## config.mk

```make
export PLATFORM = sky130hd
export DESIGN_NAME = meal_schedule_alarm_matcher_unit
export DESIGN_NICKNAME = d
export VERILOG_FILES = /design/src/hdl/msam_pkg.sv /design/src/hdl/msam_ram.sv /design/src/hdl/meal_schedule_alarm_matcher_unit.sv
export SDC_FILE = /design/constraint.sdc
export NUM_CORES = 1
export LEC_CHECK = 0
export BUFFER_PORTS_ARGS = -buffer_cell sky130_fd_sc_hd__buf_2
export CAP_MARGIN = 20
export CORE_ASPECT_RATIO = 0.7
export CORE_UTILIZATION = 50
export CTS_BUF_LIST = sky130_fd_sc_hd__clkbuf_8
export DETAILED_ROUTE_END_ITERATION = 10
export PLACE_DENSITY = 0.65
export RECOVER_POWER = 50
export SYNTH_ARGS = -nofsm -noshare
export SYNTH_HDL_FRONTEND = slang
export SYNTH_HIERARCHICAL = 1
export SYNTH_SLANG_ARGS = --single-unit
```

## constraint.sdc

```tcl
create_clock -name clk -period 5.5 [get_ports clk]
set_clock_uncertainty 0.1 [all_clocks]
set_input_delay 1.1 -clock clk [delete_from_list [all_inputs] [get_ports clk]]
set_output_delay 1.1 -clock clk [all_outputs]
set_load 0.01 [all_outputs]
```

## src/hdl/msam_pkg.sv

```systemverilog
package msam_pkg;

    localparam logic [1:0] OP_WRITE = 2'd0;
    localparam logic [1:0] OP_DAILY = 2'd1;
    localparam logic [1:0] OP_CHECK = 2'd2;

    localparam logic [1:0] DRW_CLOSED_IDLE = 2'd0;
    localparam logic [1:0] DRW_OPEN_IDLE   = 2'd1;
    localparam logic [1:0] MODE_DAILY      = 2'd1;

    localparam logic REQ_OPEN  = 1'b0;
    localparam logic REQ_CLOSE = 1'b1;

    localparam int ENTRY_W = 33;

    typedef struct packed {
        logic [4:0] day;
        logic [3:0] month;
        logic [3:0] open_hour;
        logic [5:0] open_minute;
        logic [1:0] open_half;
        logic [3:0] close_hour;
        logic [5:0] close_minute;
        logic [1:0] close_half;
    } entry_t;

    typedef enum logic [1:0] {
        S_IDLE,
        S_WALK,
        S_DRAIN,
        S_EMIT
    } state_t;

endpackage

```

## src/hdl/msam_ram.sv

```systemverilog
module msam_ram #(
    parameter int WIDTH = 8,
    parameter int DEPTH = 16
) (
    input  logic                                clk,
    input  logic                                we,
    input  logic [(DEPTH > 1 ? $clog2(DEPTH) : 1)-1:0] waddr,
    input  logic [WIDTH-1:0]                    wdata,
    input  logic                                re,
    input  logic [(DEPTH > 1 ? $clog2(DEPTH) : 1)-1:0] raddr,
    output logic [WIDTH-1:0]                    rdata
);

    logic [WIDTH-1:0] mem [DEPTH];
    logic [WIDTH-1:0] rdata_reg;

    always_ff @(posedge clk)
    begin
        if (we)
        begin
            mem[waddr] <= wdata;
        end
        if (re)
        begin
            rdata_reg <= mem[raddr];
        end
    end

    assign rdata = rdata_reg;

endmodule

```

## src/hdl/meal_schedule_alarm_matcher_unit.sv

```systemverilog
// Meal schedule alarm matcher.
// Command channel: an item is taken at a rising edge with start high and busy
// low. Operation write stores one schedule entry (drawer, meal), operation
// daily sets a drawer's daily flag; neither raises busy.
// A check item with closed-idle or open-idle status raises busy, reads the
// drawer's MEALS entries from the schedule RAM one per cycle (one RAM read
// port with registered read data), then sends its requests in meal order.
// Result channel: result_strobe marks each request for exactly one cycle;
// last is high on the final request of a check. The receiver cannot stall.
// A check walks every entry of the drawer, then drains the last compare;
// a check without matches ends after the drain, others emit their requests.
// Checks with any other status, unknown operations, out-of-range drawers
// and writes to out-of-range meals are taken and give nothing.
// Reset clears control state and flags at once: per-entry valid flags make
// unwritten schedule entries read as zero; all drawers start in dated mode.
module meal_schedule_alarm_matcher_unit #(
    parameter int DRAWERS = 4,
    parameter int MEALS   = 5
) (
    input  logic       clk,
    input  logic       rst_n,
    input  logic       start,
    output logic       busy,
    input  logic [1:0] operation,
    input  logic [1:0] drawer,
    input  logic [2:0] meal,
    input  logic [4:0] day,
    input  logic [3:0] month,
    input  logic [3:0] hour_a,
    input  logic [5:0] minute_a,
    input  logic [1:0] ampm_a,
    input  logic [3:0] hour_b,
    input  logic [5:0] minute_b,
    input  logic [1:0] ampm_b,
    input  logic [1:0] status_or_mode,
    output logic       result_strobe,
    output logic [1:0] target_drawer,
    output logic [2:0] matched_meal,
    output logic       request,
    output logic       last
);

    import msam_pkg::*;

    localparam int DEPTH = DRAWERS * MEALS;
    localparam int AW    = DEPTH > 1 ? $clog2(DEPTH) : 1;
    localparam int MW    = MEALS > 1 ? $clog2(MEALS) : 1;
    localparam int DW    = DRAWERS > 1 ? $clog2(DRAWERS) : 1;

    state_t state_reg, state_next;

    logic [DEPTH-1:0]   valid_reg;
    logic [DRAWERS-1:0] daily_reg;

    logic [AW-1:0] addr_reg, addr_next;
    logic [MW-1:0] walk_meal_reg, walk_meal_next;
    logic          cmp_vld_reg;
    logic [MW-1:0] cmp_meal_reg;
    logic          ent_vld_reg;

    logic [1:0] drawer_reg;
    logic [4:0] day_reg;
    logic [3:0] month_reg;
    logic [3:0] hour_reg;
    logic [5:0] minute_reg;
    logic [1:0] half_reg;
    logic       is_open_reg;
    logic       is_daily_reg;

    logic [MEALS-1:0] hits_reg, hits_next;

    logic       strobe_reg, strobe_next;
    logic [2:0] meal_out_reg, meal_out_next;
    logic       last_reg, last_next;

    logic          accept, in_range, do_write, do_daily, do_check;
    logic [DW-1:0] drw_idx;
    logic [AW-1:0] waddr, base_addr;
    logic          re;
    logic [ENTRY_W-1:0] rdata;
    entry_t        wentry, ent;
    logic          date_ok, open_eq, close_eq, hit;
    logic [MW-1:0] sel;
    logic [MEALS-1:0] remaining;

    assign busy     = (state_reg != S_IDLE);
    assign accept   = start && !busy;
    assign in_range = int'(drawer) < DRAWERS;
    assign drw_idx  = DW'(drawer);
    assign do_write = accept && in_range && (operation == OP_WRITE) && (int'(meal) < MEALS);
    assign do_daily = accept && in_range && (operation == OP_DAILY);
    assign do_check = accept && in_range && (operation == OP_CHECK)
                      && (status_or_mode == DRW_CLOSED_IDLE || status_or_mode == DRW_OPEN_IDLE);

    assign waddr     = AW'(int'(drawer) * MEALS + int'(meal));
    assign base_addr = AW'(int'(drawer) * MEALS);

    assign wentry = '{day: day, month: month,
                      open_hour: hour_a, open_minute: minute_a, open_half: ampm_a,
                      close_hour: hour_b, close_minute: minute_b, close_half: ampm_b};

    assign re = (state_reg == S_WALK);

    msam_ram #(
        .WIDTH (ENTRY_W),
        .DEPTH (DEPTH)
    ) u_ram (
        .clk   (clk),
        .we    (do_write),
        .waddr (waddr),
        .wdata (wentry),
        .re    (re),
        .raddr (addr_reg),
        .rdata (rdata)
    );

    assign ent      = ent_vld_reg ? entry_t'(rdata) : '0;
    assign date_ok  = is_daily_reg || (ent.day == day_reg && ent.month == month_reg);
    assign open_eq  = ent.open_hour == hour_reg && ent.open_minute == minute_reg
                      && ent.open_half == half_reg;
    assign close_eq = ent.close_hour == hour_reg && ent.close_minute == minute_reg
                      && ent.close_half == half_reg;
    assign hit      = cmp_vld_reg && date_ok && (is_open_reg ? close_eq : open_eq);

    always_comb
    begin
        sel = '0;
        for (int i = MEALS - 1; i >= 0; i--)
        begin
            if (hits_reg[i])
            begin
                sel = MW'(i);
            end
        end
    end

    assign remaining = hits_reg & ~(MEALS'(1) << sel);

    always_comb
    begin
        hits_next = hits_reg;
        if (state_reg == S_EMIT)
        begin
            hits_next = remaining;
        end
        else if (hit)
        begin
            hits_next = hits_reg | (MEALS'(1) << cmp_meal_reg);
        end
    end

    // next state
    always_comb
    begin
        state_next = state_reg;
        case (state_reg)
            S_IDLE:
            begin
                if (do_check)
                begin
                    state_next = S_WALK;
                end
            end
            S_WALK:
            begin
                if (int'(walk_meal_reg) == MEALS - 1)
                begin
                    state_next = S_DRAIN;
                end
            end
            S_DRAIN:
            begin
                state_next = (hits_next != '0) ? S_EMIT : S_IDLE;
            end
            S_EMIT:
            begin
                if (remaining == '0)
                begin
                    state_next = S_IDLE;
                end
            end
            default:
            begin
                state_next = S_IDLE;
            end
        endcase
    end

    // outputs and walk control
    always_comb
    begin
        addr_next      = addr_reg;
        walk_meal_next = walk_meal_reg;
        strobe_next    = 1'b0;
        meal_out_next  = meal_out_reg;
        last_next      = last_reg;
        case (state_reg)
            S_IDLE:
            begin
                addr_next      = base_addr;
                walk_meal_next = '0;
            end
            S_WALK:
            begin
                addr_next      = addr_reg + AW'(1);
                walk_meal_next = walk_meal_reg + MW'(1);
            end
            S_EMIT:
            begin
                strobe_next   = 1'b1;
                meal_out_next = 3'(sel);
                last_next     = (remaining == '0);
            end
            default:
            begin
                strobe_next = 1'b0;
            end
        endcase
    end

    always_ff @(posedge clk or negedge rst_n)
    begin
        if (!rst_n)
        begin
            state_reg   <= S_IDLE;
            valid_reg   <= '0;
            daily_reg   <= '0;
            cmp_vld_reg <= 1'b0;
            hits_reg    <= '0;
            strobe_reg  <= 1'b0;
        end
        else
        begin
            state_reg   <= state_next;
            cmp_vld_reg <= re;
            hits_reg    <= (state_reg == S_IDLE) ? '0 : hits_next;
            strobe_reg  <= strobe_next;
            if (do_write)
            begin
                valid_reg[waddr] <= 1'b1;
            end
            if (do_daily)
            begin
                daily_reg[drw_idx] <= (status_or_mode == MODE_DAILY);
            end
        end
    end

    always_ff @(posedge clk)
    begin
        addr_reg      <= addr_next;
        walk_meal_reg <= walk_meal_next;
        cmp_meal_reg  <= walk_meal_reg;
        ent_vld_reg   <= valid_reg[addr_reg];
        meal_out_reg  <= meal_out_next;
        last_reg      <= last_next;
        if (do_check)
        begin
            drawer_reg   <= drawer;
            day_reg      <= day;
            month_reg    <= month;
            hour_reg     <= hour_a;
            minute_reg   <= minute_a;
            half_reg     <= ampm_a;
            is_open_reg  <= (status_or_mode == DRW_OPEN_IDLE);
            is_daily_reg <= daily_reg[drw_idx];
        end
    end

    assign result_strobe = strobe_reg;
    assign target_drawer = drawer_reg;
    assign matched_meal  = meal_out_reg;
    assign request       = is_open_reg ? REQ_CLOSE : REQ_OPEN;
    assign last          = last_reg;

endmodule

```

### Word-level counts from Yosys, hierarchy flattened

Memory sizes are Yosys's and may differ from the RTL's. A register that Yosys moved wholly into a read port is not among the register bits.
Cells that the tools add are included.

* memories kept: 1
* register bits: 74
* word-level logic and storage cells: 111
* input bits: 45
* output and inout port bits: 9
* memory bits (writable): 660

Memories
* u_ram.mem: words 20, bits a word 33, rd ports 1, clocked after memory_dff 1, wr ports 1, line msam_ram.sv:14 `logic [WIDTH-1:0] mem [DEPTH];`

* $add $sub $neg: 3
* reduce and logical (&&, ||, !) cells: 26
* multipliers: 1
* $lt $le $gt $ge: 6
* bitwise logic cells: 4
* eq/ne operators: 18
* multiplexer cells: 30
* shifts and indexed selects: 2

Operators with widths (count)
* two-way mux 33 bit: 1
* OR 20 bit: 1
* logical AND 1 bit: 15
* two-way mux 3 bit: 5
* two-way mux 5 bit: 3
* equality test 4 bit: 3
* equality test 6 bit: 2
* < comparator 5 x 6 -> 1 bit (second input constant): 2
* one-hot mux 5 bit (2 select lines): 1
* left shift 1 x 3 -> 5 bit (first input constant): 2
* two-way mux 1 bit: 9
* two-way mux 2 bit: 4
* one-hot mux 2 bit (4 select lines): 1
* equality test 2 x 1 -> 1 bit (second input constant): 3
* equality test 2 bit (second input constant): 3
* logical NOT 2 bit: 3
* one-hot mux 3 bit (2 select lines): 1
* adder 5 x 1 -> 5 bit (second input constant): 1
* adder 5 x 4 -> 5 bit: 1
* AND 5 bit: 1
* binary-select mux 1 bit (select 5 bit): 1
* demux 1 bit (select 5 bit): 1
* equality test 5 bit: 1
* greater-or-equal comparator 5 x 1 -> 1 bit (second input constant): 1
* other kinds (20): 24

### Depth between registers and ports, before layout

* word-level depth: 12
* gate-level depth with buffers: 8
* depth with buffers taken out: 8

### Hierarchy

Netlist, hierarchy kept.

Modules (own cells, without submodules)
* msam_ram: area an instance 26352.8 um^2, cells each 1371, times used 1, seq. area each 20810.0 um^2
* meal_schedule_alarm_matcher_unit: area an instance 3883.7 um^2, cells each 343, times used 1, seq. area each 2016.9 um^2

### Least setup slack after synthesis

Ideal clock, no wire load.

* kind: input to register
* from: input port start
* to: register day_reg[0] (enable)
* required time: 4918 ps
* buffers on the path: 0
* library setup time: 482 ps
* arrival time: 4239 ps
* slack: 678 ps
* stages: 2
* cells stage by stage: or3b_1 nor4b_1

* cells in the longest elaborated chain, start to end: 3

Ends and longest elaborated chain
* from (decl): line meal_schedule_alarm_matcher_unit.sv:22 `input logic start,`
* logical AND 1 bit: line meal_schedule_alarm_matcher_unit.sv:87 `assign accept = start && !busy;`
* logical AND 1 bit: line meal_schedule_alarm_matcher_unit.sv:92 `assign do_check = accept && in_range && (operation == OP_CHECK)`
* logical AND 1 bit: line meal_schedule_alarm_matcher_unit.sv:93 `&& (status_or_mode == DRW_CLOSED_IDLE || status_or_mode == DRW_OPEN_IDLE);`
* named net do_check: line meal_schedule_alarm_matcher_unit.sv:76 `logic accept, in_range, do_write, do_daily, do_check;`
* to (signal assigned): line meal_schedule_alarm_matcher_unit.sv:260 `day_reg <= day;`
* to (decl): line meal_schedule_alarm_matcher_unit.sv:62 `logic [4:0] day_reg;`

The timed path passes the listed nets, and every way through them passes these cells.
A chain may end at the register's enable or synchronous reset.

### Worst setup path in the final report

* from: input port drawer[0]
* to: memory u_ram/mem[13][31] in the netlist's numbering (enable)

* cells in the longest elaborated chain, start to end: 2

Ends and longest elaborated chain
* from (decl): line meal_schedule_alarm_matcher_unit.sv:25 `input logic [1:0] drawer,`
* multiplier 2 x 3 -> 5 bit: line meal_schedule_alarm_matcher_unit.sv:95 `assign waddr = AW'(int'(drawer) * MEALS + int'(meal));`
* adder 5 x 4 -> 5 bit: line meal_schedule_alarm_matcher_unit.sv:95
* named net waddr[4]: line meal_schedule_alarm_matcher_unit.sv:78 `logic [AW-1:0] waddr, base_addr;`
* to (decl): line msam_ram.sv:14

The timed path passes the listed nets, and every way through them passes these cells.

==> impl_results.md <==
* CTS Buffer Depth at 3
* Period minus WS final at 4040 ps
* Clock sink total at approximately 770
* PwrDens at between 400 and 500 nW/µm²
* Mapped Cells at roughly 1700
* Vertical die dimension at roughly 210 µm
* Sum Neg Setup Slack at 0 ps
* Pins Over Slew Limit at between 80 and 90
* Diodes inserted at 0
* Die area at a little over 60000 µm²
* Setup crit end kind: flip-flop
* Total GRT Usage at between 20% and 30%
* Netlist cell types at between 60 and 70
* Largest net degree at the start of global routing at 116
* DR iter-0 viols at 1674
* Setup-failing EPs final at 0
* Sw Ratio at about a third
* Vias in the first global route at between 15000 and 20000
* FF-to-FF setup slack at around 1800 ps
* CTS resizes at 0
* VDD IR max at roughly 0.36 mV
* Startpoint types: input port
* Nets at ~1900
* FF+latch count, synth at ~770
* Vias per cell at ~6
* Num CTS Buffers at around 110
* Setup Buffers After CTS at 0
* Worst setup margin at 1460 ps
* Die W at ~300 µm
* Syn nets at approximately 1800
* Initial antenna violation count at 1
* Outcome: finished with violations
* DR vias at between 15000 and 20000
* Syn-to-layout area delta at 11.0%
* Violated checks: max-capacitance violations, max-slew violations
* NetSw at 4.78 mW
* Global-route wire length before repair at between 100000 and 150000 µm
* Max Freq at approximately 250 MHz
* RSZ-0062 raised after global routing: no
* Comb power frac at 25.6%
* Dpl ws at about 880 ps
* Drt first pass iters at 7
* Max-Slew Margin vs Limit at -24.8%
* Worst EP arrival at about 4300 ps
* Max FFs per register at 660
* Core ar. at 59900 µm²
* Int Power at between 10 and 15 mW
* Hpwl dp at 42300 µm
* Root Buffer Master: clkbuf_8
* Register area share after synthesis at between 70 and 80%
* Synth warn at 6
* H-Tree Depth at 3
* Layout cell share with drive strength beyond 1 at 17.4%
* Clk Latency, worst-skew pair at around 710 ps
* Worst-path maximum fanout at 18
* Final hold vios at 0
* I/O Buffers at 53
* Post-DP Area at about 32000 µm²
* DRC errors left at 0
* Antenna-violating nets left at 0
* Fin crit share at approximately 73%
* Row Count at between 70 and 80
* RD Place Congestion at roughly 0.88
* CTS Hold Bufs at 0
* Yosys top cell by area: edfxtp_1
* Worst setup path startpoint: drawer[0]
* Crit Path Class: in2reg
* Total Wirelength at 67700 µm
* HP Class: reg2reg
* Initial Utilization at ~51%
* Num ports at 54
* Reg-to-reg startpoint: state_reg[0]
* Max-Cap Viols at 3
* Mapped Area at ~30000 µm²
* Routed WL per cell at ~25 µm
* Clock-pin slew on the worst setup and hold paths at roughly 70 ps
* Most common flop cell mapped by yosys: edfxtp_1
* GRT overflow at 0
* Sequential power share at 46.5%
* Largest cells by area after synthesis: edfxtp_1, mux2i_1, mux4_2
* Design Area, Final at around 34000 µm²
* CTS tree: done
* Syn Area/Cell at between 15 and 20 µm²
* LEAKAGE at around 11 nW
* Worst Min Path Start: walk_meal_reg[1]
* Req. time, crit path at ~5800 ps
* Share of the synthesized area in the top cell type at between 70 and 80%
* Clock power share at about 28%
* Slew @ Worst Pin at between 1500 and 2000 ps
* EDFF count, synth at 730
* Ys async rst share at 4.30%
## cells in the mapped netlist (4+ instances only)
master / number
mux2i_1: 163
a31o_2: 8
a22oi_1: 12
a211oi_1: 64
buf_2: 25
nand2b_1: 10
a21oi_1: 9
nand2_1: 85
inv_1: 14
xnor2_1: 14
buf_4: 10
xor2_1: 8
nand4b_1: 5
o31ai_1: 36
o21bai_1: 20
nor2b_1: 34
nor2_1: 50
dfxtp_1: 4
nor4bb_1: 8
and2_1: 4
edfxtp_1: 730
nand3_1: 18
nor3_1: 5
o22ai_1: 105
nand3b_1: 8
o21ai_0: 18
dfrtp_1: 33
mux4_2: 40
clkbuf_1: 47
ha_1: 6
mux2_2: 69
## metrics by stage
step | cells | util (%) | power [mW] | hold slack (ps)
global route | 2727 | 56.1 | 15.7 | 320
global placement | 2519 | 52.7 | 11.0 | 296
floorplan | 1714 | - | 9.78 | 274
detailed placement | 2519 | 52.7 | 11.0 | 306
CTS | 2727 | 56.2 | 15.2 | 312
finish | 2727 | 56.1 | 15.1 | 320
## routing by layer
layer | global-route usage, % | vias to the layer above | routed length (µm)
met5 | 0 | - | 0
met4 | 6.27 | 0 | 1490
met3 | 4.31 | 101 | 4360
met2 | 33.9 | 564 | 31300
met1 | 33.7 | 8138 | 30500
li1 | - | 7123 | -
## cells in the final DEF, fill, tap and decap left out, types with 20 or more instances in the layout
cell type / instances
edfxtp_1: 730
mux2i_1: 163
clkbuf_8: 116
o22ai_1: 105
nand2_1: 84
mux2_2: 69
a211oi_1: 64
inv_1: 45
clkbuf_1: 44
clkinv_1: 41
mux4_2: 40
o31ai_1: 36
nor2b_1: 34
dfrtp_1: 33
nor2_1: 29
buf_4: 28
nor2_4: 21
o21bai_1: 20
## worst paths after layout
path,end,depth (start not counted)
max,u_ram/mem[13][31],9
min,cmp_meal_reg[1],0
max reg2reg,u_ram/mem[17][32],5
min reg2reg,cmp_meal_reg[1],0
max in group asynchronous,hits_reg[3],1
min in group asynchronous,valid_reg[4],1
## layout make-up
| class | count | area, µm² |
|---|---|---|
| Timing Repair Buffer | 86 | 520 |
| Clock buffer | 116 | 1600 |
| Sequential cell | 767 | 22800 |
| Fill cell | 4672 | 26300 |
| Multi-Input combinational cell | 844 | 7100 |
| Tap cell | 808 | 1010 |
| Clock inverter | 92 | 462 |
| Inverter | 14 | 52.6 |
## critical path, stage by stage
cell and delay, ps:
clkbuf_1 200, ha_1 300, fa_1 400, and2_1 170
o21ai_0 410, inv_1 260, nand3b_1 460, nor2_4 620
buf_4 390
## kinds of logic (layout without fill, tap and decap cells)
group / Yosys count / in the layout / synth area share, %
DFF: 767 / 767 / 75.5
AOI/OAI and AO/OA: 292 / 292 / 6.67
muxes: 274 / 274 / 11.0
and+or+nand+nor: 248 / 248 / 4.24
buffers and inverters: 103 / 308 / 1.59
xor gates and xnor gates: 22 / 22 / 0.637
adders and majority gates: 8 / 8 / 0.348
## power by group through the flow
stage,clock network (mW),registers [mW],logic [mW]
after floorplan,0,7.03,2.75
after global placement,0,7.13,3.84
after detailed placement,0,7.14,3.89
after CTS,4.30,7.02,3.90
after global routing,4.56,7.06,4.12
final,4.22,7.03,3.88
Note: power is estimated with default switching activity, not from simulation.
